**config.mk**
```make
export PLATFORM = sky130hd
export DESIGN_NAME = lswc_div
export DESIGN_NICKNAME = d
export VERILOG_FILES = /design/src/hw/rtl/lswc_div.sv
export SDC_FILE = /design/constraint.sdc
export NUM_CORES = 2
export LEC_CHECK = 0
export ABC_CLOCK_PERIOD_IN_PS = 9050
export BUFFER_PORTS_ARGS = -buffer_cell sky130_fd_sc_hd__buf_2
export CAP_MARGIN = 10
export CORE_MARGIN = 2
export CORE_UTILIZATION = 55
export CTS_CLUSTER_DIAMETER = 30
export DETAILED_ROUTE_END_ITERATION = 7
export PLACE_DENSITY_LB_ADDON = 0.12
export SLEW_MARGIN = 20
export SYNTH_ARGS = -nofsm -noshare
export SYNTH_HDL_FRONTEND = slang
export SYNTH_SLANG_ARGS = --single-unit
```
**constraint.sdc**
```tcl
create_clock -name clk -period 9.05 [get_ports clk]
set_clock_uncertainty 0.1 [all_clocks]
set_input_delay 0.905 -clock clk [delete_from_list [all_inputs] [get_ports clk]]
set_output_delay 0.905 -clock clk [all_outputs]
set_load 0.02 [all_outputs]
```
**src/hw/rtl/lswc_div.sv**
```systemverilog
// pipelined restoring divider, one quotient bit per stage
module lswc_div #(
  parameter int NW = 30,
  parameter int DW = 13
) (
  input  logic          clk,
  input  logic          en,
  input  logic [NW-1:0] num,
  input  logic [DW-1:0] den,
  output logic [NW-1:0] quo
);

  logic [DW-1:0] rem_s [NW+1];
  logic [NW-1:0] num_s [NW+1];
  logic [NW-1:0] quo_s [NW+1];
  logic [DW-1:0] den_s [NW+1];

  assign rem_s[0] = '0;
  assign num_s[0] = num;
  assign quo_s[0] = '0;
  assign den_s[0] = den;

  for (genvar k = 0; k < NW; k++) begin : g_stage
    logic [DW:0]   trial;
    logic [DW:0]   diff;
    logic          ge;

    always_comb begin
      trial = {rem_s[k], num_s[k][NW-1]};
      diff  = trial - {1'b0, den_s[k]};
      ge    = trial >= {1'b0, den_s[k]};
    end

    always_ff @(posedge clk) begin
      if (en) begin
        rem_s[k+1] <= ge ? diff[DW-1:0] : trial[DW-1:0];
        num_s[k+1] <= {num_s[k][NW-2:0], 1'b0};
        quo_s[k+1] <= {quo_s[k][NW-2:0], ge};
        den_s[k+1] <= den_s[k];
      end
    end
  end

  assign quo = quo_s[NW];

endmodule

```
* Yosys cells after proc, flatten, opt, wreduce, memory -nomap -nowiden
Index checks and enable logic that the tools add are counted.
Word-level totals: register bits 1654, output and inout port bits 30, word-level logic and storage cells 206
Operators by class: order comparisons 30, $add $sub $neg 29, muxes and demuxes 29
Operator list (count):
- 14-bit by 13-bit >= comparator with 1-bit output | 29
- 13-bit 2-to-1 mux | 28
- 13-bit subtractor | 28
- 1-bit by 13-bit >= comparator with 1-bit output | 1
- 1-bit by 13-bit subtractor with 13-bit output | 1
- 1-bit 2-to-1 mux | 1

* Logic depth before layout (Yosys ltp)
depth after elaboration 2, mapped depth 12, gate-level depth less buffers 10

* Worst setup path after synthesis
Ideal clock, no wire load.
kind input port to flip-flop, start point input num[29], end point register rem_s, in the netlist g_stage[1].trial[1], data pin, path slack 6139 ps, data arrival time 2550 ps, stages 7, library setup time 261 ps, path buffers 1, required time 8689 ps, cell sequence inv_1 ha_1 inv_1 a2111oi_0 and2_1 clkbuf_1 o21ai_1
Between the ends: cells in the longest elaborated chain, start to end 2, elaborated cells between the ends (all ways) 3
RTL lines:
- start: declaration | line 8 | input logic [NW-1:0] num,
- 1-bit by 13-bit >= comparator with 1-bit output | line 31 | ge = trial >= {1'b0, den_s[k]};
- net g_stage[0].ge | line 26 | logic ge;
- 1-bit 2-to-1 mux | line 36 | rem_s[k+1] <= ge ? diff[DW-1:0] : trial[DW-1:0];
- end signal: indexed assignment | line 36
- end: declaration | line 13 | logic [DW-1:0] rem_s [NW+1];
The timed path passes the listed nets, and every way through them passes these cells. A chain may end at the register's enable or synchronous reset.

* Worst setup path after layout
start point register den_s[288] (netlist bit), end point register rem_s, in the netlist g_stage[9].trial[3], data pin
Between the ends: cells in the longest elaborated chain, start to end 2, elaborated cells between the ends (all ways) 3
RTL lines:
- start: declaration | line 16 | logic [DW-1:0] den_s [NW+1];
- start signal: indexed assignment | line 39 | den_s[k+1] <= den_s[k];
- 13-bit subtractor / 14-bit by 13-bit >= comparator with 1-bit output (equally long branches) | line 30, 31
- 13-bit 2-to-1 mux * | line 36
Every way passes the cells marked *; elsewhere a longest branch is shown, timed or not.

==> run metrics <==
CTS Sinks between 1,500 and 2,000; Antenna Nets Post-Route 0; Hold Path Class primary input to register; crit path DAT 3.98 ns; max_cap viols 0; Clk network pwr share 38.4%; Synth area leader edfxtp_1; RSZ-0062 raised after global routing false; layout overhead on the synthesized area 18.7%; WL/cell 17.1 um; Setup Crit Path Kind register to register; number of buffers created by CTS 340; DRC 0; Worst Tran Pin Value 1.13 ns; Top FF cell, synth edfxtp_1; reg-to-reg critical path startpoint den_s[288]$_DFFE_PP_; root buffer cell clkbuf_16; Sum Neg Setup Slack 0 ns; combinational power share 26.5%; pwr/cell area 363 nW/um^2; chip height approximately 370 um; fin nets about 5,700; post-synth top area share 68.1%; CTS tree yes; fin area 86,600 um^2; Synth Register Bits 1,654; NetSw ~0.009 W; Tcrit/Tclk final about two fifths; Hold WS 0.0825 ns; post-synthesis sequential area ratio 68.1%; Die Width approximately 370 um; Power Internal 0.0224 W; most frequent cell after synthesis edfxtp_1; Port Buffers 74; Initial Util 55.4%; CTS Buffer Depth 4; Placeable Area 132,000 um^2; htree depth 5; Crit Path Max Fanout 14; Critical-path top delay cell a311oi_4; hold buffers post-CTS 0; Initial DRC Count 2,805; net switching fraction of the power 28.8%; critical path launch point den_s[288]$_DFFE_PP_; top post-synthesis cells by area edfxtp_1 68%, ha_1 6.5%, inv_1 2.6%, mux2_1 2.3%, xnor2_1 1.8%; synth warn 0; vias in the first global route 39,100; crit-path leading delay family compound AO/OA/AOI/OAI gates; Placed Cells 6,659; first drt pass iteration count 5; GP Congestion 0.858; drt via density 5.36; part of the power in registers a little over a third; first-pass GRT wire length 202 mm; Power, Total about 0.031 W; CTS resizes 0; die footprint about 140,000 um^2; Total Routed Length 124 mm; max incr delay on CP between 0.8 and 0.9 ns; crit end category register; post-synth net total 5,337; FMAX 0.288 GHz; Avg Synthesized Cell Area 14.9 um^2; Slew headroom approximately a quarter; Area after DPL 75,300 um^2; Tmin final 3.47 ns; Post-synth EDFFs 1,654; Critical Path RT 9.56 ns; Post-Syn Area 73,000 um^2; IR drop worst, VDD about 0.21 mV; fin cells 7,258; initial antenna violation count 0; Core Rows 133; gr usage total 18.5%; diode count 0; I/O pins 75; Bufs and invs on worst path 1; Distinct cells, synth 88; Post-DP HPWL 80.1 mm; total grt overflow 0; Syn Inst Count 4,885; status finished clean; Setup Buffers After CTS 0; Critical Path Start Type register; LEAKAGE 33.4 nW; layout cells sized above 1 14.9%; Reg clk slew, reported paths roughly 0.04 ns; Slew Limit Fails 0; via count 38,900; ys async rst share 0%; worst-skew pair later-pin latency 0.90 ns; synth cell count leaders 1,654 x edfxtp_1, 496 x inv_1, 379 x ha_1; Final Hold Vio Count 0; worst hold start num[23]; crit-path cells inv_1 -> ha_1 -> nor2b_1 -> o21ai_1 -> a21oi_1 -> a211oi_4 -> o211ai_1 -> a311oi_4 -> mux2_1; final setup violation count 0; largest net degree at the start of global routing 201
worst register-to-register path: cells and delay by family (launching register included):
family                     cells  cell delay [ns]
AOI/OAI and AO/OA              5             1.65
adders and majority gates      1             0.37
buffers and inverters          1             0.07
DFF                            1             0.43
muxes                          1             0.40
and+or+nand+nor                1             0.16
path summary, 6_finish.rpt:
path                                                       to  slack (ns)  cells past startpoint
worst max-delay path            g_stage[9].trial[3]$_DFFE_PP_        5.58                      9
worst min-delay path                     num_s[894]$_DFFE_PP_        0.08                      1
worst max register to register  g_stage[9].trial[3]$_DFFE_PP_        5.58                      9
worst min register to register           num_s[639]$_DFFE_PP_        0.28                      0
routing by layer:
| metal | GRT usage (%) | vias to the layer above | routed length (um) |
|---|---|---|---|
| li1 | - | 19200 | - |
| met1 | 24.7 | 18700 | 56200 |
| met2 | 30.0 | 715 | 59400 |
| met3 | 3.57 | 306 | 4810 |
| met4 | 7.22 | 0 | 3720 |
| met5 | 0 | - | 0 |
through the flow:
stage          util, %  worst slack (ns)
2_1_floorplan        -              6.14
3_3_place_gp      57.2              5.44
3_5_place_dp      57.2              5.41
4_1_cts           65.8              5.55
5_1_grt           65.8              5.31
6_report          65.8              5.58
final cells by class:
| type | count | area (um^2) |
|---|---|---|
| Tap cell | 1755 | 2200 |
| Fill cell | 9323 | 45100 |
| Inverter | 503 | 1890 |
| Clock buffer | 368 | 8740 |
| Timing Repair Buffer | 104 | 673 |
| Multi-Input combinational cell | 2643 | 20900 |
| Sequential cell | 1654 | 49700 |
| Clock inverter | 231 | 2510 |
state kept, by name, summed over array words and instances, names as in the netlist:
register and count:
quo_s 435, num_s 406, quo 30, g_stage.trial 406
den_s 377
placed cells by master, fill, tap and decap left out, drive strengths merged, types with 42 or more instances in the layout:
master	netlist	layout
a211oi	47	47
a21o	74	74
a21oi	222	222
buf	57	104
bufinv	0	42
clkbuf	28	368
clkinv	0	116
clkinvlp	0	43
edfxtp	1654	1654
ha	379	379
inv	503	533
mux2	260	260
mux2i	53	53
nand2	200	200
nand3	64	64
nand4	42	42
nor2	180	180
nor2b	73	73
nor3	74	74
o21a	73	73
o21ai	214	214
xnor2	146	146
xor2	100	100
power by group through the flow:
stage	sequential, W	combinational [W]	clock [W]
after floorplan	0.0108	0.00672	0
after global placement	0.0112	0.00812	0
after detailed placement	0.0112	0.00825	0
after CTS	0.0111	0.00835	0.0123
after global routing	0.0112	0.00939	0.0127
final	0.0110	0.00834	0.0121
cells by family (layout without fill, tap and decap cells):
logic type      count (synthesis)  in the layout  synth area share, %
simple gates                  807            807                 5.57
fa+ha+maj                     407            407                 7.27
buf+inv                       588           1206                 3.28
xor+xnor                      246            246                 2.95
compound gates                870            870                 8.11
flops                        1654           1654                 68.1
mux                           313            313                 4.74
Note: power is estimated with default switching activity, not from simulation.
