`src/hw/rtl/lswc_pkg.sv`:
```
// shared constants and types for the line segment window clipper
package lswc_pkg;

  localparam int COORD_BITS_DEF = 12;
  localparam int FRAC_BITS_DEF  = 16;

  // apb register map
  localparam int APB_ADDR_BITS = 4;
  localparam int APB_DATA_BITS = 32;
  localparam logic [1:0] REG_X_MIN = 2'd0;
  localparam logic [1:0] REG_Y_MIN = 2'd1;
  localparam logic [1:0] REG_X_MAX = 2'd2;
  localparam logic [1:0] REG_Y_MAX = 2'd3;

  localparam int WIN_MAX_RESET = 4095;

  // per edge classification
  typedef struct packed {
    logic use_entry;
    logic use_exit;
    logic reject;
  } edge_flags_t;

  typedef edge_flags_t [3:0] edge_flags_vec_t;

endpackage

```
`src/hw/rtl/lswc_finish.sv`:
```
// entry/exit selection, endpoint scaling and rounding, output register
module lswc_finish #(
  parameter int COORD_BITS = 12,
  parameter int FRAC_BITS  = 16,
  parameter int NW = COORD_BITS + FRAC_BITS + 2
) (
  input  logic                      clk,
  input  logic                      en,
  input  logic [3:0][NW-1:0]        quo,
  input  lswc_pkg::edge_flags_vec_t flags,
  input  logic                      inverted,
  input  logic [COORD_BITS-1:0]     x0,
  input  logic [COORD_BITS-1:0]     y0,
  input  logic [COORD_BITS-1:0]     x1,
  input  logic [COORD_BITS-1:0]     y1,
  output logic                      accepted,
  output logic [COORD_BITS-1:0]     clipped_start_x,
  output logic [COORD_BITS-1:0]     clipped_start_y,
  output logic [COORD_BITS-1:0]     clipped_end_x,
  output logic [COORD_BITS-1:0]     clipped_end_y,
  output logic                      start_trimmed,
  output logic                      end_trimmed
);
  import lswc_pkg::*;

  localparam int UW = FRAC_BITS + 1;
  localparam int MW = UW + COORD_BITS;
  localparam logic [NW-1:0] ONE_N = NW'(1) << FRAC_BITS;
  localparam logic [MW-1:0] HALF  = MW'(1) << (FRAC_BITS - 1);

  // selection stage
  logic [NW-1:0] u1_c, u2_c;
  logic          rej_c;

  always_comb begin
    u1_c  = '0;
    u2_c  = ONE_N;
    rej_c = inverted;
    for (int i = 0; i < 4; i++) begin
      if (flags[i].reject) rej_c = 1'b1;
      if (flags[i].use_entry && quo[i] > u1_c) u1_c = quo[i];
      if (flags[i].use_exit && quo[i] < u2_c) u2_c = quo[i];
    end
    if (u1_c > u2_c) rej_c = 1'b1;
  end

  logic [UW-1:0]         s_u1, s_u2;
  logic                  s_rej, s_st, s_et, s_xneg, s_yneg;
  logic [COORD_BITS-1:0] s_xmag, s_ymag, s_x0, s_y0, s_x1, s_y1;

  always_ff @(posedge clk) begin
    if (en) begin
      s_u1   <= u1_c[UW-1:0];
      s_u2   <= u2_c[UW-1:0];
      s_rej  <= rej_c;
      s_st   <= (u1_c != '0);
      s_et   <= (u2_c < ONE_N);
      s_xneg <= x1 < x0;
      s_yneg <= y1 < y0;
      s_xmag <= (x1 < x0) ? x0 - x1 : x1 - x0;
      s_ymag <= (y1 < y0) ? y0 - y1 : y1 - y0;
      s_x0 <= x0; s_y0 <= y0; s_x1 <= x1; s_y1 <= y1;
    end
  end

  // multiply stage
  logic [MW-1:0]         m_sx, m_sy, m_ex, m_ey;
  logic                  m_rej, m_st, m_et, m_xneg, m_yneg;
  logic [COORD_BITS-1:0] m_x0, m_y0, m_x1, m_y1;

  always_ff @(posedge clk) begin
    if (en) begin
      m_sx <= MW'(s_u1) * MW'(s_xmag);
      m_sy <= MW'(s_u1) * MW'(s_ymag);
      m_ex <= MW'(s_u2) * MW'(s_xmag);
      m_ey <= MW'(s_u2) * MW'(s_ymag);
      m_rej <= s_rej; m_st <= s_st; m_et <= s_et;
      m_xneg <= s_xneg; m_yneg <= s_yneg;
      m_x0 <= s_x0; m_y0 <= s_y0; m_x1 <= s_x1; m_y1 <= s_y1;
    end
  end

  // rounding and output register
  function automatic logic [COORD_BITS-1:0] place(input logic [COORD_BITS-1:0] c0,
                                                  input logic neg,
                                                  input logic [MW-1:0] prod);
    logic [MW-1:0]         sum;
    logic [COORD_BITS-1:0] off;
    sum = prod + HALF;
    off = sum[FRAC_BITS +: COORD_BITS];
    return neg ? c0 - off : c0 + off;
  endfunction

  always_ff @(posedge clk) begin
    if (en) begin
      accepted        <= !m_rej;
      clipped_start_x <= m_rej ? m_x0 : place(m_x0, m_xneg, m_sx);
      clipped_start_y <= m_rej ? m_y0 : place(m_y0, m_yneg, m_sy);
      clipped_end_x   <= m_rej ? m_x1 : place(m_x0, m_xneg, m_ex);
      clipped_end_y   <= m_rej ? m_y1 : place(m_y0, m_yneg, m_ey);
      start_trimmed   <= !m_rej && m_st;
      end_trimmed     <= !m_rej && m_et;
    end
  end

endmodule

```
`config.mk`:
```
export PLATFORM = sky130hd
export DESIGN_NAME = lswc_finish
export DESIGN_NICKNAME = d
export VERILOG_FILES = /design/src/hw/rtl/lswc_pkg.sv /design/src/hw/rtl/lswc_finish.sv
export SDC_FILE = /design/constraint.sdc
export NUM_CORES = 2
export LEC_CHECK = 0
export ABC_AREA = 1
export BUFFER_PORTS_ARGS = -buffer_cell sky130_fd_sc_hd__buf_2
export CAP_MARGIN = 20
export CORE_MARGIN = 2
export CORE_UTILIZATION = 40
export CTS_BUF_LIST = sky130_fd_sc_hd__clkbuf_8
export CTS_CLUSTER_SIZE = 8
export DETAILED_ROUTE_END_ITERATION = 8
export GPL_TIMING_DRIVEN = 0
export HOLD_SLACK_MARGIN = 0.06
export PLACE_DENSITY_LB_ADDON = 0.12
export SLEW_MARGIN = 20
export SYNTH_ARGS = -nofsm -noshare
export SYNTH_HDL_FRONTEND = slang
export SYNTH_SLANG_ARGS = --single-unit
```
`constraint.sdc`:
```
create_clock -name clk -period 11.78 [get_ports clk]
set_input_delay 1.178 -clock clk [delete_from_list [all_inputs] [get_ports clk]]
set_output_delay 1.178 -clock clk [all_outputs]
set_load 0.005 [all_outputs]
```
# Yosys cells after proc, flatten, opt, wreduce, memory -nomap -nowiden

Index checks and enable logic that the tools add are counted.

Register bits after elaboration: 327
Input port bits: 183
Output and inout port bits: 51
Logic and storage cells: 96

Add/sub/neg operators: 16
Multipliers: 4
$lt $le $gt $ge: 12
Muxes and demuxes: 18
Reduce and logical (&&, ||, !) cells: 13

Operators by type and width:

| cell                     | count |
|---|---|
| $mux W30                 | 8 |
| $gt A30 B30 Y1           | 4 |
| $mux W12                 | 10 |
| $add A28 B16 Y28 const B | 4 |
| $mul A17 B12 Y28         | 4 |
| $sub A12 B12 Y12         | 8 |
| $lt A30 B30 Y1           | 3 |
| $lt A30 B17 Y1 const B   | 2 |
| $add A12 B12 Y12         | 4 |
| $gt A30 B1 Y1 const B    | 1 |
| $reduce_bool A30 Y1      | 1 |
| $lt A12 B12 Y1           | 2 |
| $logic_and A1 B1 Y1      | 10 |
| $reduce_or A5 Y1         | 1 |
| $logic_not A1 Y1         | 1 |

# Longest topological paths before layout

Depth in word-level cells: 14
Gate-level depth with buffers: 65
Mapped depth without buffers: 60

# Worst setup path before layout

Ideal clock, no wire load.

Path kind: in2reg
From: input port quo[16] in the netlist's numbering
To: register s_rej, data pin
Setup time: 0.135 ns
Data arrival time: 8.192 ns
Required time: 11.645 ns
Slack: 3.454 ns
Stages: 50
Path buffers: 7
Path through: or2_1 > nor2_1 > nand2_2 > o21ai_4 > inv_2 > clkbuf_1 > nand2_1 > ha_1 > a21o_1 > a21oi_1 > nand2_1 > a21oi_1 > nand2_2 > nand2_4 > clkbuf_1 > clkbuf_1 > o21ai_0 > ha_1 > (+14 left out) > nand2_1 > nor2_1 > nor2_1 > nand2_1 > nand2_1 > nand3_2 > buf_6 > buf_6 > nand3_1 > nand2_1 > ha_1 > nand2_1 > nor4_1 > nand2_1 > o2111ai_1 > nand4_1 > a32o_1 > nand3_1

Longest elaborated chain between the ends: 14
Elaborated cells on any way between the ends: 26
Those cells by class: order compare (9); mux (8); reduce/logical (9)

Ends and longest elaborated chain:

| element                               | line              | source |
|---|---|---|
| start, declared                       | lswc_finish.sv:9  | `input logic [3:0][NW-1:0] quo,` |
| $gt A30 B1 Y1                         | lswc_finish.sv:41 | `if (flags[i].use_entry && quo[i] > u1_c) u1_c = quo[i];` |
| $logic_and A1 B1 Y1                   | lswc_finish.sv:41 |  |
| $mux W30 (*)                          | lswc_finish.sv:41 |  |
| $gt A30 B30 Y1                        | lswc_finish.sv:41 |  |
| $logic_and A1 B1 Y1                   | lswc_finish.sv:41 |  |
| $mux W30 (*)                          | lswc_finish.sv:41 |  |
| $gt A30 B30 Y1                        | lswc_finish.sv:41 |  |
| $logic_and A1 B1 Y1                   | lswc_finish.sv:41 |  |
| $mux W30 (*)                          | lswc_finish.sv:41 |  |
| $gt A30 B30 Y1                        | lswc_finish.sv:41 |  |
| $logic_and A1 B1 Y1                   | lswc_finish.sv:41 |  |
| $mux W30 (*)                          | lswc_finish.sv:41 |  |
| named net u1_c[13]                    | lswc_finish.sv:32 | `logic [NW-1:0] u1_c, u2_c;` |
| $gt A30 B30 Y1 (*)                    | lswc_finish.sv:44 | `if (u1_c > u2_c) rej_c = 1'b1;` |
| $reduce_or A5 Y1 (no source line) (*) | --                |  |
| end signal, assigned                  | lswc_finish.sv:55 | `s_rej <= rej_c;` |
| end, declared                         | lswc_finish.sv:48 | `logic s_rej, s_st, s_et, s_xneg, s_yneg;` |

Mark *: on every way through the listed nets, which the timed path passes. The rest lies on a longest branch.
A chain may end at the register's enable or synchronous reset.

# Final worst setup path

From: input port quo[0] in the netlist's numbering
To: register s_rej, data pin

Longest elaborated chain between the ends: 14
Elaborated cells on any way between the ends: 26
Those cells by class: order compare (9); mux (8); reduce/logical (9)

Ends and longest elaborated chain:

| element                                                 | line |
|---|---|
| $gt A30 B1 Y1 / $lt A30 B17 Y1 (equally long branches)  | lswc_finish.sv:41, lswc_finish.sv:42 |
| $logic_and A1 B1 Y1 (on tied branches)                  | lswc_finish.sv:41, lswc_finish.sv:42 |
| $mux W30 (on tied branches)                             | lswc_finish.sv:41, lswc_finish.sv:42 |
| $gt A30 B30 Y1 / $lt A30 B30 Y1 (equally long branches) | lswc_finish.sv:41, lswc_finish.sv:42 |
| $logic_and A1 B1 Y1 (on tied branches)                  | lswc_finish.sv:41, lswc_finish.sv:42 |
| $mux W30 (on tied branches)                             | lswc_finish.sv:41, lswc_finish.sv:42 |
| $gt A30 B30 Y1 / $lt A30 B30 Y1 (equally long branches) | lswc_finish.sv:41, lswc_finish.sv:42 |
| $logic_and A1 B1 Y1 (on tied branches)                  | lswc_finish.sv:41, lswc_finish.sv:42 |
| $mux W30 (on tied branches)                             | lswc_finish.sv:41, lswc_finish.sv:42 |
| $gt A30 B30 Y1 / $lt A30 B30 Y1 (equally long branches) | lswc_finish.sv:41, lswc_finish.sv:42 |
| $logic_and A1 B1 Y1 (on tied branches)                  | lswc_finish.sv:41, lswc_finish.sv:42 |
| $mux W30 (on tied branches)                             | lswc_finish.sv:41, lswc_finish.sv:42 |
| $gt A30 B30 Y1 (*)                                      | lswc_finish.sv:44 |
| $reduce_or A5 Y1 (no source line) (*)                   | -- |

Every way passes the cells marked *; elsewhere a longest branch is shown, timed or not.

==> results.json <==
{
  "outcome": "finished clean",
  "finalHoldViolCount": 0,
  "yosysTopAreaCell": "fa_1",
  "grt_usage": 0.2457,
  "synth-compound-area-share": 0.07095,
  "yosys-top-cells-area": "fa_1, edfxtp_1, ha_1, nand2_1, inv_1",
  "clock_skew_ns": 0.04507,
  "grt_overflow": 0,
  "syn_area_sq_um": 44690,
  "ctsHoldBuffers": 0,
  "crit_family": "simple AND/OR/NAND/NOR gates",
  "path_buf_inv": 11,
  "ctsResizeCount": 0,
  "syn_avg_cell_area_sq_um": 8.129,
  "clk_path_buf_depth": 3,
  "cpPeakStageDelay_ns": 0.50,
  "synthArstFlopShare": 0,
  "postCtsSetupBuffers": 0,
  "synthDistinctLibCells": 61,
  "die_area_sq_um": 114400,
  "yosys_warnings": 0,
  "critPathSlowestCell": "clkbuf_1",
  "gp_congestion": 0.9286,
  "drv_slew": 0,
  "yosys.area.top_type_share": 0.2688,
  "antenna_found_initial": 13,
  "drive_above_1_share": 0.05992,
  "first_global_vias": 37100,
  "period_share": 0.9362,
  "initial_core_util": 0.4038,
  "die_w_um": 338.2,
  "rows": 122,
  "synthSimpleGateAreaFrac": 0.1769,
  "via_per_inst": 4.934,
  "layout.nets": 7113,
  "synthFlopType": "edfxtp_1",
  "synth-seq-area-share": 0.1794,
  "synth_edf_count": 267,
  "finalSetupViolCount": 0,
  "max-slew-margin-rel": 0.3427,
  "crit_path_start_kind": "primary input",
  "synth_top_family_by_area": "adder cells",
  "clock_sinks": 267,
  "muxShareOfSynthArea": 0.002240,
  "routed_wl_mm": 139.9,
  "timing.fmax_mhz": 90.67,
  "path_clk_slew_ns": 0.06,
  "grt_pass1_wl_mm": 217.3,
  "die_height_um": 338.2,
  "drt-initial-drc-count": 2242,
  "worstMarginPinSlew_ns": 0.9757,
  "grt_setup_unrepaired": "false",
  "hold_class": "flop to flop",
  "io_pins": 234,
  "drv_cap": 0,
  "place_hpwl_mm": 119.1,
  "coreArea_sq_um": 110700,
  "firstDrtPassIters": 7,
  "ys_ff_latch": 267,
  "cpMostUsedCell": "nand2_1",
  "num_vias": 36110,
  "grt_start_max_net_pins": 101,
  "syn_inst": 5497,
  "drcViolationCount": 0,
  "required_ns": 12.12,
  "cts-root-buf": "clkbuf_8",
  "period_minus_slack_ns": 11.03,
  "numCtsBuffers": 47,
  "cts_htree_levels": 2,
  "crit_fanout": 10,
  "cts_tree": "yes",
  "syn2layout_area_growth_pct": 8.951,
  "crit_type": "primary input to flop",
  "wl_per_cell_um": 19.11,
  "nFillCells": 11300,
  "clkLatencyLatePin_ns": 0.64,
  "whs_ns": 0.4029,
  "cp.arrival_ns": 11.37,
  "endpoint_kind": "flop",
  "ant_nets": 0,
  "io_buffers": 233,
  "yosys.area_share.adder": 0.4189,
  "synth-xor-area-share": 0.03351
}
-- metal layers --
metal  share of wire  global-route usage  wire length (um)  vias up
met2            0.49              0.4290             68220      875
met4           0.039             0.08240              5446        8
met5         0.00030                   0                42        -
met3           0.040             0.02196              5550      195
li1                -                   -                 -    17550
met1            0.43              0.3191             60600    17480
-- per-stage QoR --
step | std cells | worst slack, ns | util | cell area (sq um) | TNS [ns]
floorplan | 5509 | 3.454 | - | 44730 | 0
global route | 7315 | 0.05989 | 0.4399 | 48680 | 0
finish | 7318 | 0.7512 | 0.4399 | 48690 | 0
CTS | 7312 | 0.6633 | 0.4398 | 48670 | 0
global placement | 7230 | -0.5512 | 0.4316 | 47760 | -0.5512
detailed placement | 7233 | 0.01119 | 0.4323 | 47840 | 0
-- Yosys cell counts (10+ instances only) --
cell type	instances
xor2_1	123
xnor2_1	48
clkbuf_1	200
o21ai_1	10
nand2_2	12
a21oi_1	207
nand4_1	42
mux2i_1	10
ha_1	536
nor3_1	28
a31oi_1	12
nand3b_1	24
edfxtp_1	267
nand2_1	1517
inv_1	1170
o21ai_0	218
o31ai_1	23
a21o_1	24
a211oi_1	13
fa_1	600
nor4_1	10
nand3_1	118
nor2_1	172
-- layout by cell type (no fill, tap or decap), drive strengths merged, types with 13 or more instances in the layout --
cell and count:
nor2 176, inv 1184, clkinv 22, o31ai 23, conb 13, xnor2 48, nor3 29, edfxtp 267
clkbuf 248, nand2 1531, ha 536, nand3 123, fa 600, a21o 24, a211oi 13, o21ai 231
nand4 42, xor2 123, nand3b 24, buf 254, a21oi 208
-- flip-flops by register name, indices dropped and copies added, names as in the netlist, 13 cells and up --
signal  cells
m_ey       13
m_ex       13
m_sx       13
s_u1       17
m_sy       13
s_u2       17
-- worst register-to-register path, cell delays in order, from the launching register on --
cell      delay [ns]
edfxtp_1        0.32
clkbuf_1        0.64
clkbuf_1        0.74
nand2_1         0.16
fa_1            0.54
inv_1           0.06
fa_1            0.52
fa_1            0.56
inv_1           0.07
fa_1            0.55
inv_1           0.06
fa_1            0.50
ha_1            0.31
nand2_1         0.07
o31ai_1         0.56
nand4_1         0.17
o211ai_1        0.24
a21o_1          0.26
inv_1           0.06
o21ai_0         0.28
a21o_1          0.25
a21o_1          0.21
a21oi_1         0.11
xnor2_1         0.39
-- kinds of logic after synthesis --
group	count (synthesis)
AND/OR/NAND/NOR	1955
buffers and inverters	1394
adder cells (fa/ha/maj)	1136
AO/OA/AOI/OAI	563
flip-flops	267
XOR/XNOR	171
multiplexers	10
other	1
-- area by class of cell --
type | count | area [sq um] | share of cell area
multi-input cells | 3848 | 31450 | 0.6459
flip-flops and latches | 267 | 8018 | 0.1647
inverters | 1176 | 4414 | 0.09066
well taps | 1488 | 1862 | 0.03824
repair buffers | 236 | 1236 | 0.02539
plain buffers | 218 | 862.1 | 0.01771
clock buffers | 48 | 660.6 | 0.01357
clock inverters | 31 | 175.2 | 0.003598
diodes | 6 | 15.01 | 0.0003084
-- worst paths after layout --
| path | cells past startpoint | slack (ns) | startpoint | end |
|---|---|---|---|---|
| max | 52 | 0.75 | quo[0] | s_rej |
| min | 0 | 0.40 | s_y1[8] | m_y1[8] |
| max reg2reg | 23 | 3.91 | s_ymag[9] | m_ey[24] |
| min reg2reg | 0 | 0.40 | s_y1[8] | m_y1[8] |
Power is left out: the tool's default activity adds up to more than one toggle a clock period on the data nets, which glitch-free logic cannot reach.
