==> src/hw/rtl/lswc_pkg.sv <==
// shared constants and types for the line segment window clipper
package lswc_pkg;

  localparam int COORD_BITS_DEF = 12;
  localparam int FRAC_BITS_DEF  = 16;

  // apb register map
  localparam int APB_ADDR_BITS = 4;
  localparam int APB_DATA_BITS = 32;
  localparam logic [1:0] REG_X_MIN = 2'd0;
  localparam logic [1:0] REG_Y_MIN = 2'd1;
  localparam logic [1:0] REG_X_MAX = 2'd2;
  localparam logic [1:0] REG_Y_MAX = 2'd3;

  localparam int WIN_MAX_RESET = 4095;

  // per edge classification
  typedef struct packed {
    logic use_entry;
    logic use_exit;
    logic reject;
  } edge_flags_t;

  typedef edge_flags_t [3:0] edge_flags_vec_t;

endpackage

==> src/hw/rtl/lswc_prep.sv <==
// edge term set-up: p/q terms, divider operands and edge flags
module lswc_prep #(
  parameter int COORD_BITS = 12,
  parameter int FRAC_BITS  = 16,
  parameter int NW = COORD_BITS + FRAC_BITS + 2,
  parameter int DW = COORD_BITS + 1
) (
  input  logic                   clk,
  input  logic                   en,
  input  logic [COORD_BITS-1:0]  start_x,
  input  logic [COORD_BITS-1:0]  start_y,
  input  logic [COORD_BITS-1:0]  end_x,
  input  logic [COORD_BITS-1:0]  end_y,
  input  logic [COORD_BITS-1:0]  win_x_min,
  input  logic [COORD_BITS-1:0]  win_y_min,
  input  logic [COORD_BITS-1:0]  win_x_max,
  input  logic [COORD_BITS-1:0]  win_y_max,
  output logic [3:0][NW-1:0]     div_num,
  output logic [3:0][DW-1:0]     div_den,
  output lswc_pkg::edge_flags_vec_t flags,
  output logic                   inverted
);
  import lswc_pkg::*;

  localparam int SW = COORD_BITS + 1;

  logic signed [SW-1:0] sx, sy, ex, ey, dx, dy;
  logic signed [SW-1:0] p [4];
  logic signed [SW-1:0] q [4];
  logic [3:0][NW-1:0]   num_c;
  logic [3:0][DW-1:0]   den_c;
  edge_flags_vec_t      flags_c;

  always_comb begin
    sx = $signed({1'b0, start_x});
    sy = $signed({1'b0, start_y});
    ex = $signed({1'b0, end_x});
    ey = $signed({1'b0, end_y});
    dx = ex - sx;
    dy = ey - sy;
    p[0] = -dx; q[0] = sx - $signed({1'b0, win_x_min});
    p[1] = dx;  q[1] = $signed({1'b0, win_x_max}) - sx;
    p[2] = -dy; q[2] = sy - $signed({1'b0, win_y_min});
    p[3] = dy;  q[3] = $signed({1'b0, win_y_max}) - sy;
    for (int i = 0; i < 4; i++) begin
      logic pz, pn, qn;
      logic [SW-1:0] qa, pa;
      logic [COORD_BITS-1:0] den;
      pz = (p[i] == '0);
      pn = p[i][SW-1];
      qn = q[i][SW-1];
      qa = qn ? SW'(-q[i]) : SW'(q[i]);
      pa = pn ? SW'(-p[i]) : SW'(p[i]);
      den = pz ? COORD_BITS'(1) : pa[COORD_BITS-1:0];
      // 2*|q|*one + |p|, over 2*|p|: ratio rounded to nearest
      num_c[i] = NW'({qa[COORD_BITS-1:0], {(FRAC_BITS+1){1'b0}}}) + NW'(den);
      den_c[i] = {den, 1'b0};
      flags_c[i].use_entry = pn & qn;
      flags_c[i].use_exit  = !pz & !pn & !qn;
      flags_c[i].reject    = qn & !pn;
    end
  end

  always_ff @(posedge clk) begin
    if (en) begin
      div_num  <= num_c;
      div_den  <= den_c;
      flags    <= flags_c;
      inverted <= (win_x_min > win_x_max) || (win_y_min > win_y_max);
    end
  end

endmodule

==> config.mk <==
export PLATFORM = sky130hd
export DESIGN_NAME = lswc_prep
export DESIGN_NICKNAME = d
export VERILOG_FILES = /design/src/hw/rtl/lswc_pkg.sv /design/src/hw/rtl/lswc_prep.sv
export SDC_FILE = /design/constraint.sdc
export NUM_CORES = 1
export LEC_CHECK = 0
export ABC_AREA = 1
export BUFFER_PORTS_ARGS = -buffer_cell sky130_fd_sc_hd__buf_2
export CORE_ASPECT_RATIO = 1.1
export CORE_MARGIN = 2
export CORE_UTILIZATION = 44
export CTS_CLUSTER_SIZE = 30
export DETAILED_ROUTE_END_ITERATION = 8
export GPL_ROUTABILITY_DRIVEN = 1
export GPL_TIMING_DRIVEN = 0
export MAX_ROUTING_LAYER = met4
export PLACE_DENSITY = 0.73
export REMOVE_ABC_BUFFERS = 1
export SYNTH_ARGS = -nofsm -noshare
export SYNTH_HDL_FRONTEND = slang
export SYNTH_SLANG_ARGS = --single-unit
==> constraint.sdc <==
create_clock -name clk -period 3.2 [get_ports clk]
set_input_delay 0.64 -clock clk [delete_from_list [all_inputs] [get_ports clk]]
set_output_delay 0.64 -clock clk [all_outputs]
set_load 0.05 [all_outputs]
Word level (Yosys, flattened, before mapping)
Cells that the tools add are included.
{ "op_classes": {"magnitude_cmp": 2, "n_bitwise": 16, "muxes": 12, "add_sub_neg": 18, "reduce_logical": 17} }
{ "ops": {"columns": ["operator", "count"], "rows": [
  ["12-bit 2-to-1 mux", 12],
  ["29-bit by 12-bit adder with 30-bit output", 4],
  ["12-bit by 12-bit subtractor with 13-bit output", 6],
  ["12-bit negator", 6],
  ["13-bit logical NOT", 4],
  ["13-bit negator", 2],
  ["12-bit greater-than comparator", 2],
  ["1-bit bitwise AND", 16],
  ["1-bit logical NOT", 12],
  ["1-bit logical OR", 1]
]} }
{ "word_totals": {"ff_bits": 181, "in_bits": 98, "elab_cells": 86, "output_inout_bits": 185} }

Longest topological paths before layout
Gate-level depths: netlist of run 1.
{ "logic_depth": {"word_depth": 6, "ltp_mapped": 21} }

Least setup slack after synthesis of run 1
No wires, ideal clock.
{ "synth_path": {"kind": "input to register", "startpoint": "in end_x[0]", "endpoint": "reg div_den[11] in the netlist's numbering, data pin", "setup_ps": 249, "path_stages": 18, "path_slack_ps": 185, "t_arrival_ps": 2766, "path_cell_list": "inv_1 > ha_1 > fa_1 > ha_1 > inv_1 > nor2_4 > nand3_1 > nor2_1 > nand3_1 > nor2_4 > nand3_1 > nand2_1 > nand2_2 > buf_6 > nor2_1 > nand2_1 > nand2_1 > inv_1"} }
{ "synth_between": {"elab_chain_cells": 5, "word_cells_on_any_way": 6, "classes_between": "3 x add/sub; 2 x mux; 1 x reduce/logical"} }
{ "synth_lines": {"columns": ["element", "line", "text"], "rows": [
  ["start, declared", "lswc_prep.sv:12", "input logic [COORD_BITS-1:0] end_x,"],
  ["12-bit by 12-bit subtractor with 13-bit output (*)", "lswc_prep.sv:39", "dx = ex - sx;"],
  ["13-bit negator (*)", null, null],
  ["12-bit negator", "lswc_prep.sv:53", "pa = pn ? SW'(-p[i]) : SW'(p[i]);"],
  ["12-bit 2-to-1 mux", "lswc_prep.sv:53", null],
  ["12-bit 2-to-1 mux (*)", "lswc_prep.sv:54", "den = pz ? COORD_BITS'(1) : pa[COORD_BITS-1:0];"],
  ["end signal, assigned", "lswc_prep.sv:67", "div_den <= den_c;"],
  ["end, declared", "lswc_prep.sv:19", "output logic [3:0][DW-1:0] div_den,"]
]} }
Mark *: on every way between the ends. The rest lies on a longest branch, timed or not.
A chain may end at the register's enable or synchronous reset.

==> flow_summary.yaml, run 1 <==
setup_path:
  crit_chain: "buf_2 -> inv_1 -> ha_1 -> inv_1 -> fa_1 -> nand3_1 -> nand3_1 -> a21oi_2 -> o21ai_0 -> nand2_1 -> nand2_1 -> a21oi_4 -> inv_1 -> a21oi_1 -> xor2_1"
  max_stage_delay_ns: 0.40
  end_kind: "flip-flop"
  slowest_stage: "fa_1"
  crit_fanout: 12
  cp.arrival_ns: 3.25
  cp-start-kind: "input port"
  path_class: "in2reg"
  cp_common_cell: "inv_1"
  cp.required_ns: 3.39
yosys:
  synth_top_family_by_area: "simple AND/OR/NAND/NOR gates"
  yosys.area_share.simple: 0.280
  synth_compound_area_frac: 0.0696
  synth_fa_ha_area_frac: 0.131
  netlist_area_um2: 10700
  ys_ff_latch: 109
  yosysUniqueCellTypes: 36
  seq_area_frac_synth: 0.307
  yosys_warnings: 0
  muxShareOfSynthArea: 0
  synth_cells: 1444
  synth_area_per_cell_um2: 7.39
  synth-xor-area-share: 0.0657
finish:
  final_cell_mix: "nand2_1, buf_2, inv_1"
  ff_latch_area_um2: 3270
  stdcell_area_um2: 12400
  nNetsFinal: 1875
  area_growth_pct: 16.6
  final_util: 0.524
  final_common_cell: "nand2_1"
  fillCellCount: 2308
  multi_input_area_um2: 6070
  drive_gt1_frac: 0.230
  instances_no_fill: 1981
min_path:
  holdCritPathClass: "in2reg"
  hold_depth: 3
  hp-start: "win_x_min[0]"
  worstHoldEndpoint: "div_num[17]"
flow_run:
  drv_cap: 0
sta:
  max_freq_mhz: 327
  max_slew_margin: 0.490
  finalSetupTns_ns: 0
  finalCritPeriodShare: 0.956
  slew_viol_final: 0
  hold_viol_final: 0
  finalWorstSetupSlack_ns: 0.141
  timing.final.crit_period_ns: 3.06
  setup_viol: 0
  tightest_slew_ns: 0.766
  holdWs_ns: 0.749
placed_design:
  io_buffers: 254
  dp_slack_ns: -1.15
  post-dp-hpwl_um: 21800
  dp_cells: 1946
  place_area_um2: 11800
  gp_congestion: 0.900
global_route:
  antenna_found_initial: 2
  grt_start_max_net_pins: 59
  grt_pass1_wl_um: 42800
  grt_pass1_vias: 8910
  grt_use_total: 0.210
  gr-total-overflow: 0
floorplan:
  dieArea_um2: 25500
  io_pins: 283
  die_h_um: 167
  core_area_um2: 23800
  start_util: 0.449
  fp-row-count: 59
  die_w_um: 152
clock_tree:
  cts_buffers: 9
  cts_tree: "done"
  ctsHoldBuffers: 0
  clock-sinks: 109
  clk_pin_slew_ns: 0.09
  clockBufferDepth: 2
  cts_root_buffer: "clkbuf_16"
  h-tree-depth: 3
routing:
  avgViaCountPerCell: 4.91
  vias: 9720
  drtIter0Drc: 475
  drt_wl_total_um: 26700
  antenna_left: 0
  drc_errors: 0
  drt_pass1_iterations: 5
  routedWlPerCell_um: 13.5
power:
  cellPowerDensity_nw_per_um2: 563
  p_total_mw: 7.01
  leakage_nw: 6.57
  switchingPower_mw: 3.37
  p_seq_frac: 0.291
  vdd_ir_drop_max_v: 0.000302
  power_frac_comb: 0.518
  clockPowerShare: 0.191
  p_int_mw: 3.63
  swShare: 0.481
outcome:
  status: "finished, final reports clean"
==> per-layer routing <==
layer | track usage | routed length, µm | part of all wire
met1 | 0.273 | 12200 | 0.46
met2 | 0.349 | 12600 | 0.47
met3 | 0.0256 | 1320 | 0.049
met4 | 0.0580 | 595 | 0.022
met5 | - | 0 | 0
==> worst max path at each step <==
stage                     startpoint            to  slack, ns  cells after the start
after floorplan             end_x[0]   div_den[10]       0.07                     16
after global placement    start_y[1]  div_num[116]      -1.16                     15
after detailed placement  start_y[1]  div_num[113]      -1.15                     15
after CTS                 start_y[0]   div_num[85]       0.01                     15
after global routing      start_x[0]    div_den[2]      -0.02                     18
final                     start_y[0]   div_num[85]       0.14                     15
==> power groups by stage <==
| stage | clock network [mW] | registers (mW) | logic (mW) |
|---|---|---|---|
| floorplan | 0 | 3.41 | 1.39 |
| global placement | 0 | 2.07 | 3.48 |
| detailed placement | 0 | 2.07 | 3.53 |
| CTS | 1.36 | 2.05 | 3.58 |
| global route | 1.42 | 2.08 | 3.91 |
| finish | 1.34 | 2.04 | 3.63 |
==> synth_stat cells (all sizes together) <==
| master | instances | share of area |
|---|---|---|
| ha | 102 | 0.12 |
| o21ai | 57 | 0.027 |
| edfxtp | 109 | 0.31 |
| o21bai | 2 | 0.0014 |
| o22ai | 5 | 0.0029 |
| xor2 | 55 | 0.045 |
| nor3 | 14 | 0.0066 |
| inv | 248 | 0.087 |
| fa | 6 | 0.011 |
| a211oi | 2 | 0.0014 |
| o2111ai | 1 | 0.00082 |
| a21o | 1 | 0.00070 |
| nand3b | 17 | 0.012 |
| conb | 1 | 0.00035 |
| clkbuf | 2 | 0.00070 |
| or2 | 3 | 0.0018 |
| nand2 | 405 | 0.15 |
| xnor2 | 25 | 0.021 |
| a31oi | 1 | 0.00059 |
| nor2 | 109 | 0.046 |
| nand3 | 102 | 0.050 |
| a21oi | 71 | 0.035 |
| nand4 | 23 | 0.013 |
| buf | 83 | 0.058 |
==> sequential cells by signal, summed over array words and instances (netlist names) <==
signal    count
div_den      44
div_num      52
flags        12
inverted      1
==> logic make-up after synthesis <==
family          count (synthesis)
buf+inv                       333
simple gates                  673
xor+xnor                       80
other cells                     1
compound gates                140
fa+ha+maj                     108
flops                         109
==> worst max-delay path: cells and delay by family <==
| family | cells | cell delay, ns |
|---|---|---|
| compound gates | 4 | 0.89 |
| buf+inv | 4 | 0.54 |
| fa+ha+maj | 2 | 0.53 |
| simple gates | 4 | 0.42 |
| xor+xnor | 1 | 0.22 |
==> cell type report <==
class / count / area share
repair buffers: 272 / 0.116
multi-input cells: 1029 / 0.487
well taps: 305 / 0.0307
flip-flops and latches: 109 / 0.263
diodes: 2 / 0.000402
inverters: 248 / 0.0753
clock buffers: 10 / 0.0184
clock inverters: 6 / 0.00935
==> timing repair <==
action | CTS | global route
setup endpoints to repair | 43 | 32
pin swaps | 2 | 10
gates resized for setup | 9 | 23
setup buffers | 7 | 10
Note: power is estimated with default switching activity, not from simulation.
==> run 2, diff against run 1 <==
Settings changed: GPL_TIMING_DRIVEN 0 to unset.
==> run 2 against run 1 <==
- die area did not move
- critical path depth is 2 higher
- first-iteration DRC count decreased by 1.5%
- largest cell class unchanged
- sequential cell count is the same
- sequential share of layout area is 0.55 points lower
- non-clock buffer count rose by 61
- highest routed layer unchanged
- count of clock-buffer cells in the layout stayed put
- routed wire length up 2.1%
- fmax rose by 3.4%
- clock power is 13% lower
- critical path type unchanged
- critical endpoint is now flags[1]
==> flow_summary.yaml, run 2 (same netlist as run 1, synthesis figures left out) <==
finish:
  nNetsFinal: 1936
  instances_no_fill: 2041
  ff_latch_area_um2: 3270
  area_growth_pct: 19.2
  largest_reg_flops: 52
  reg_top3: "div_num (52), div_den (44), flags (12)"
  fillCellCount: 2288
  final_common_cell: "nand2_1"
  final_cell_mix: "nand2_1, buf_2, inv_1"
  drive_gt1_frac: 0.246
  multi_input_area_um2: 5950
  largest_register: "div_num"
power:
  p_int_mw: 3.58
  power_frac_comb: 0.540
  switchingPower_mw: 3.37
  p_total_mw: 6.95
  leakage_nw: 6.83
  clockPowerShare: 0.167
  swShare: 0.485
  cellPowerDensity_nw_per_um2: 547
  vdd_ir_drop_max_v: 0.000258
  p_seq_frac: 0.293
outcome:
  status: "finished, final reports clean"
sta:
  max_freq_mhz: 338
  timing.final.crit_period_ns: 2.96
  finalWorstSetupSlack_ns: 0.242
  holdWs_ns: 0.741
  finalSetupTns_ns: 0
  finalCritPeriodShare: 0.924
  hold_viol_final: 0
  setup_viol: 0
  slew_viol_final: 0
  grt_setup_unrepaired: "false"
setup_path:
  startpoint: "start_x[0]"
  cp.arrival_ns: 3.09
  cp-start-kind: "input port"
  crit_fanout: 4
  path_class: "in2reg"
  end_kind: "flip-flop"
  cp.required_ns: 3.33
global_route:
  grt_start_max_net_pins: 60
  antenna_found_initial: 1
  grt_pass1_vias: 9300
  grt_pass1_wl_um: 43800
  grt_use_total: 0.216
  gr-total-overflow: 0
floorplan:
  dieArea_um2: 25500
  die_h_um: 167
  start_util: 0.449
  fp-row-count: 59
  die_w_um: 152
  core_area_um2: 23800
  io_pins: 283
clock_tree:
  h-tree-depth: 3
  post-cts-setup-buffers: 0
  cts_tree: "done"
  cts_root_buffer: "clkbuf_16"
  clockBufferDepth: 2
  cts_buffers: 9
  clk_pin_slew_ns: 0.08
  clock-sinks: 109
routing:
  drc_errors: 0
  antenna_left: 0
  avgViaCountPerCell: 4.88
  vias: 9966
  drtIter0Drc: 468
  drt_wl_total_um: 27300
  routedWlPerCell_um: 13.4
  drt_pass1_iterations: 5
min_path:
  holdCritPathClass: "in2reg"
  hp-start: "en"
placed_design:
  dp_slack_ns: -0.151
  post-dp-hpwl_um: 23000
  io_buffers: 254
  gp_congestion: 0.941
  dp_cells: 2024
flow_run:
  drv_cap: 0
==> run 2: cell count changes in the layout (fill, tap and decap cells not counted), moves of 3 or more <==
cell,before,now
nor2_1,84,87
a21oi_1,63,68
a21oi_4,5,1
nand2_1,371,374
nand3_1,93,96
nand3_2,9,6
buf_4,17,79
==> run 2: critical path, stage by stage <==
cell	delay, ns
buf_2	0.11
ha_1	0.23
fa_1	0.53
buf_4	0.12
nand2_1	0.05
nor2_2	0.15
nand3_1	0.13
nor2_1	0.16
nand3_2	0.13
nor2_4	0.14
nand3_1	0.09
nand2_2	0.11
inv_1	0.07
nor2_2	0.14
nand4_1	0.14
nand2_1	0.09
inv_1	0.03
==> run 2: worst paths after layout <==
| kind | endpoint | slack (ns) | cells past startpoint |
|---|---|---|---|
| max | flags[1] | 0.24 | 17 |
| min | div_num[28] | 0.74 | 1 |
==> run 2: layout make-up <==
class | instances | area share
Multi-Input combinational cell | 1029 | 0.468
Sequential cell | 109 | 0.257
Timing Repair Buffer | 333 | 0.148
Inverter | 248 | 0.0732
Tap cell | 305 | 0.0300
Clock buffer | 10 | 0.0180
Clock inverter | 6 | 0.00541
Antenna cell | 1 | 0.000197
==> run 2: routing by layer <==
layer	vias to the layer above	GRT usage	wire, µm
met5	-	-	0
met4	0	0.0849	845
met3	56	0.0197	1370
met2	319	0.357	12600
met1	4477	0.277	12500
li1	5114	-	-
==> run 2: power by group through the flow <==
stage               combinational (mW)  clock (mW)  sequential (mW)
finish                            3.75        1.16             2.04
global route                      4.05        1.25             2.07
CTS                               3.75        1.20             2.05
detailed placement                3.74           0             2.07
global placement                  3.69           0             2.07
floorplan                         1.39           0             3.41
==> run 2: what timing repair did <==
| action | 4_1_cts | 5_1_grt |
|---|---|---|
| resized for setup | 0 | 3 |
| hold buffers | 0 | 0 |
| setup endpoints to repair | 0 | 5 |
==> run 2: through the flow <==
stage | utilization | area [µm²]
after CTS | 0.534 | 12700
after floorplan | - | 10100
after global placement | 0.522 | 12400
after detailed placement | 0.522 | 12400
final | 0.535 | 12700
after global routing | 0.535 | 12700
==> run 3, diff against run 2 <==
Settings changed: ABC_AREA 1 to 0, SLEW_MARGIN set to 0.
==> run 3 against run 2 <==
- the run now ends with negative setup slack left
- final area increased by 17%
- sequential cell count stayed put
- combinational power increased by 28%
- largest power group unchanged
==> flow_summary.yaml, run 3 <==
outcome:
  status: "finished, violations left"
  violations: "negative setup slack"
sta:
  hold_viol_final: 0
  max_slew_margin: 0.606
  finalCritPeriodShare: 1.07
  timing.final.crit_period_ns: 3.43
  tightest_slew_ns: 0.590
  grt_setup_unrepaired: "true"
  max_freq_mhz: 292
  finalWorstSetupSlack_ns: -0.230
  setup_viol: 20
  slew_viol_final: 0
clock_tree:
  cts_tree: "done"
  ctsHoldBuffers: 0
  clockBufferDepth: 2
  clock-sinks: 109
  h-tree-depth: 3
  cts_root_buffer: "clkbuf_16"
  clk_pin_slew_ns: 0.08
  cts_buffers: 9
yosys:
  seq_area_frac_synth: 0.325
  yosys_warnings: 0
  synth_most_common_cell: "edfxtp_1"
  netlist_area_um2: 10100
  synth_edf_count: 109
  synth-main-ff-cell: "edfxtp_1"
  synth_cells: 1085
  synth_area_per_cell_um2: 9.28
  synth_top_area_share: 0.325
  ys_ff_latch: 109
  synth_common_cells: "edfxtp_1, inv_1, ha_1"
  yosysTopAreaCell: "edfxtp_1"
  synthArstFlopShare: 0
  yosysUniqueCellTypes: 71
  yosys-top-cells-area: "edfxtp_1, ha_1, xnor2_1"
routing:
  vias: 9736
  drc_errors: 0
  drtIter0Drc: 481
  drt_wl_total_um: 30100
  avgViaCountPerCell: 5.11
  antenna_left: 0
  routedWlPerCell_um: 15.8
  drt_pass1_iterations: 6
power:
  cellPowerDensity_nw_per_um2: 543
  vdd_ir_drop_max_v: 0.000438
  leakage_nw: 7.04
  p_total_mw: 8.06
setup_path:
  end_kind: "flip-flop"
  crit_fanout: 5
  cp.arrival_ns: 3.54
  path_class: "in2reg"
  cp-start-kind: "input port"
  cp.required_ns: 3.31
  startpoint: "start_x[0]"
global_route:
  grt_pass1_wl_um: 45300
  grt_start_max_net_pins: 60
  grt_pass1_vias: 9560
  antenna_found_initial: 1
  gr-total-overflow: 0
  grt_use_total: 0.241
finish:
  final_util: 0.655
  instances_no_fill: 1906
  largest_register: "div_num"
  area_growth_pct: 47.4
  final_cell_mix: "buf_4, buf_2, edfxtp_1"
  nNetsFinal: 1807
  drive_gt1_frac: 0.452
  final_common_cell: "buf_4"
  largest_reg_flops: 52
  reg_top3: "div_num (52), div_den (44), flags (12)"
  fillCellCount: 1773
floorplan:
  start_util: 0.445
  die_w_um: 148
  io_pins: 283
  core_area_um2: 22600
  fp-row-count: 58
  dieArea_um2: 24100
  die_h_um: 163
placed_design:
  gp_congestion: 0.902
  dp_cells: 1860
  io_buffers: 254
  post-dp-hpwl_um: 22900
min_path:
  hp-start: "en"
  holdCritPathClass: "in2reg"
flow_run:
  drv_cap: 0
[run 3: worst paths after layout]
kind  depth (start not counted)           to  slack, ns
min                           1  div_den[23]       0.75
max                          13     flags[1]      -0.23
[run 3: what timing repair did]
item                                    4_1_cts  5_1_grt
resized for setup                            88      118
cloned                                        1        0
setup buffers                                19       13
pin swaps                                    41       69
endpoints found under the setup margin       40       75
[run 3: cell families after synthesis]
| family | count (synthesis) | synth area share |
|---|---|---|
| other | 1 | 0.000372 |
| XOR/XNOR | 148 | 0.132 |
| buffers and inverters | 195 | 0.101 |
| flip-flops | 109 | 0.325 |
| AND/OR/NAND/NOR | 333 | 0.170 |
| AO/OA/AOI/OAI | 185 | 0.126 |
| multiplexers | 6 | 0.00634 |
| adder cells (fa/ha/maj) | 108 | 0.139 |
[run 3: layout make-up]
cell class	count	area (µm²)	share of cell area
multi-input cells	809	6730	0.453
clock buffers	10	229	0.0154
clock inverters	5	60.1	0.00405
flip-flops and latches	109	3270	0.221
inverters	107	412	0.0277
diodes	1	2.50	0.000169
well taps	300	375	0.0253
repair buffers	565	3760	0.253
[run 3: critical path, cell delays in order]
cell      delay [ns]
buf_8           0.10
ha_4            0.16
fa_2            0.34
buf_6           0.13
xor2_4          0.22
nand4b_1        0.12
mux2_4          0.30
a211oi_4        0.18
nand4_1         0.21
xnor2_1         0.20
a2111o_1        0.45
nor4b_4         0.41
nor3_2          0.07
[run 3: metal layers]
layer / vias to the layer above / wire length, µm / global-route usage
met1: 4578 / 11600 / 0.265
met2: 357 / 15800 / 0.440
met5: - / 0 / -
met4: 0 / 1030 / 0.0844
li1: 4728 / - / -
met3: 73 / 1670 / 0.0364
[run 3: per-stage QoR]
step | setup TNS, ns | area (µm²) | hold WS, ns | worst slack, ns
3_3_place_gp | -33.99 | 13300 | 1.12 | -0.687
5_1_grt | -3.96 | 14800 | 0.743 | -0.321
6_report | -1.76 | 14800 | 0.750 | -0.230
3_5_place_dp | -40.30 | 13300 | 1.12 | -0.802
2_1_floorplan | -19.50 | 9550 | 0.752 | -0.856
4_1_cts | -0.958 | 14200 | 0.734 | -0.152
[run 3: power by group]
group	switching, mW	internal [mW]	total, mW
Combinational	3.11	1.69	4.80
Clock	0.544	0.608	1.15
Sequential	0.107	2.00	2.11
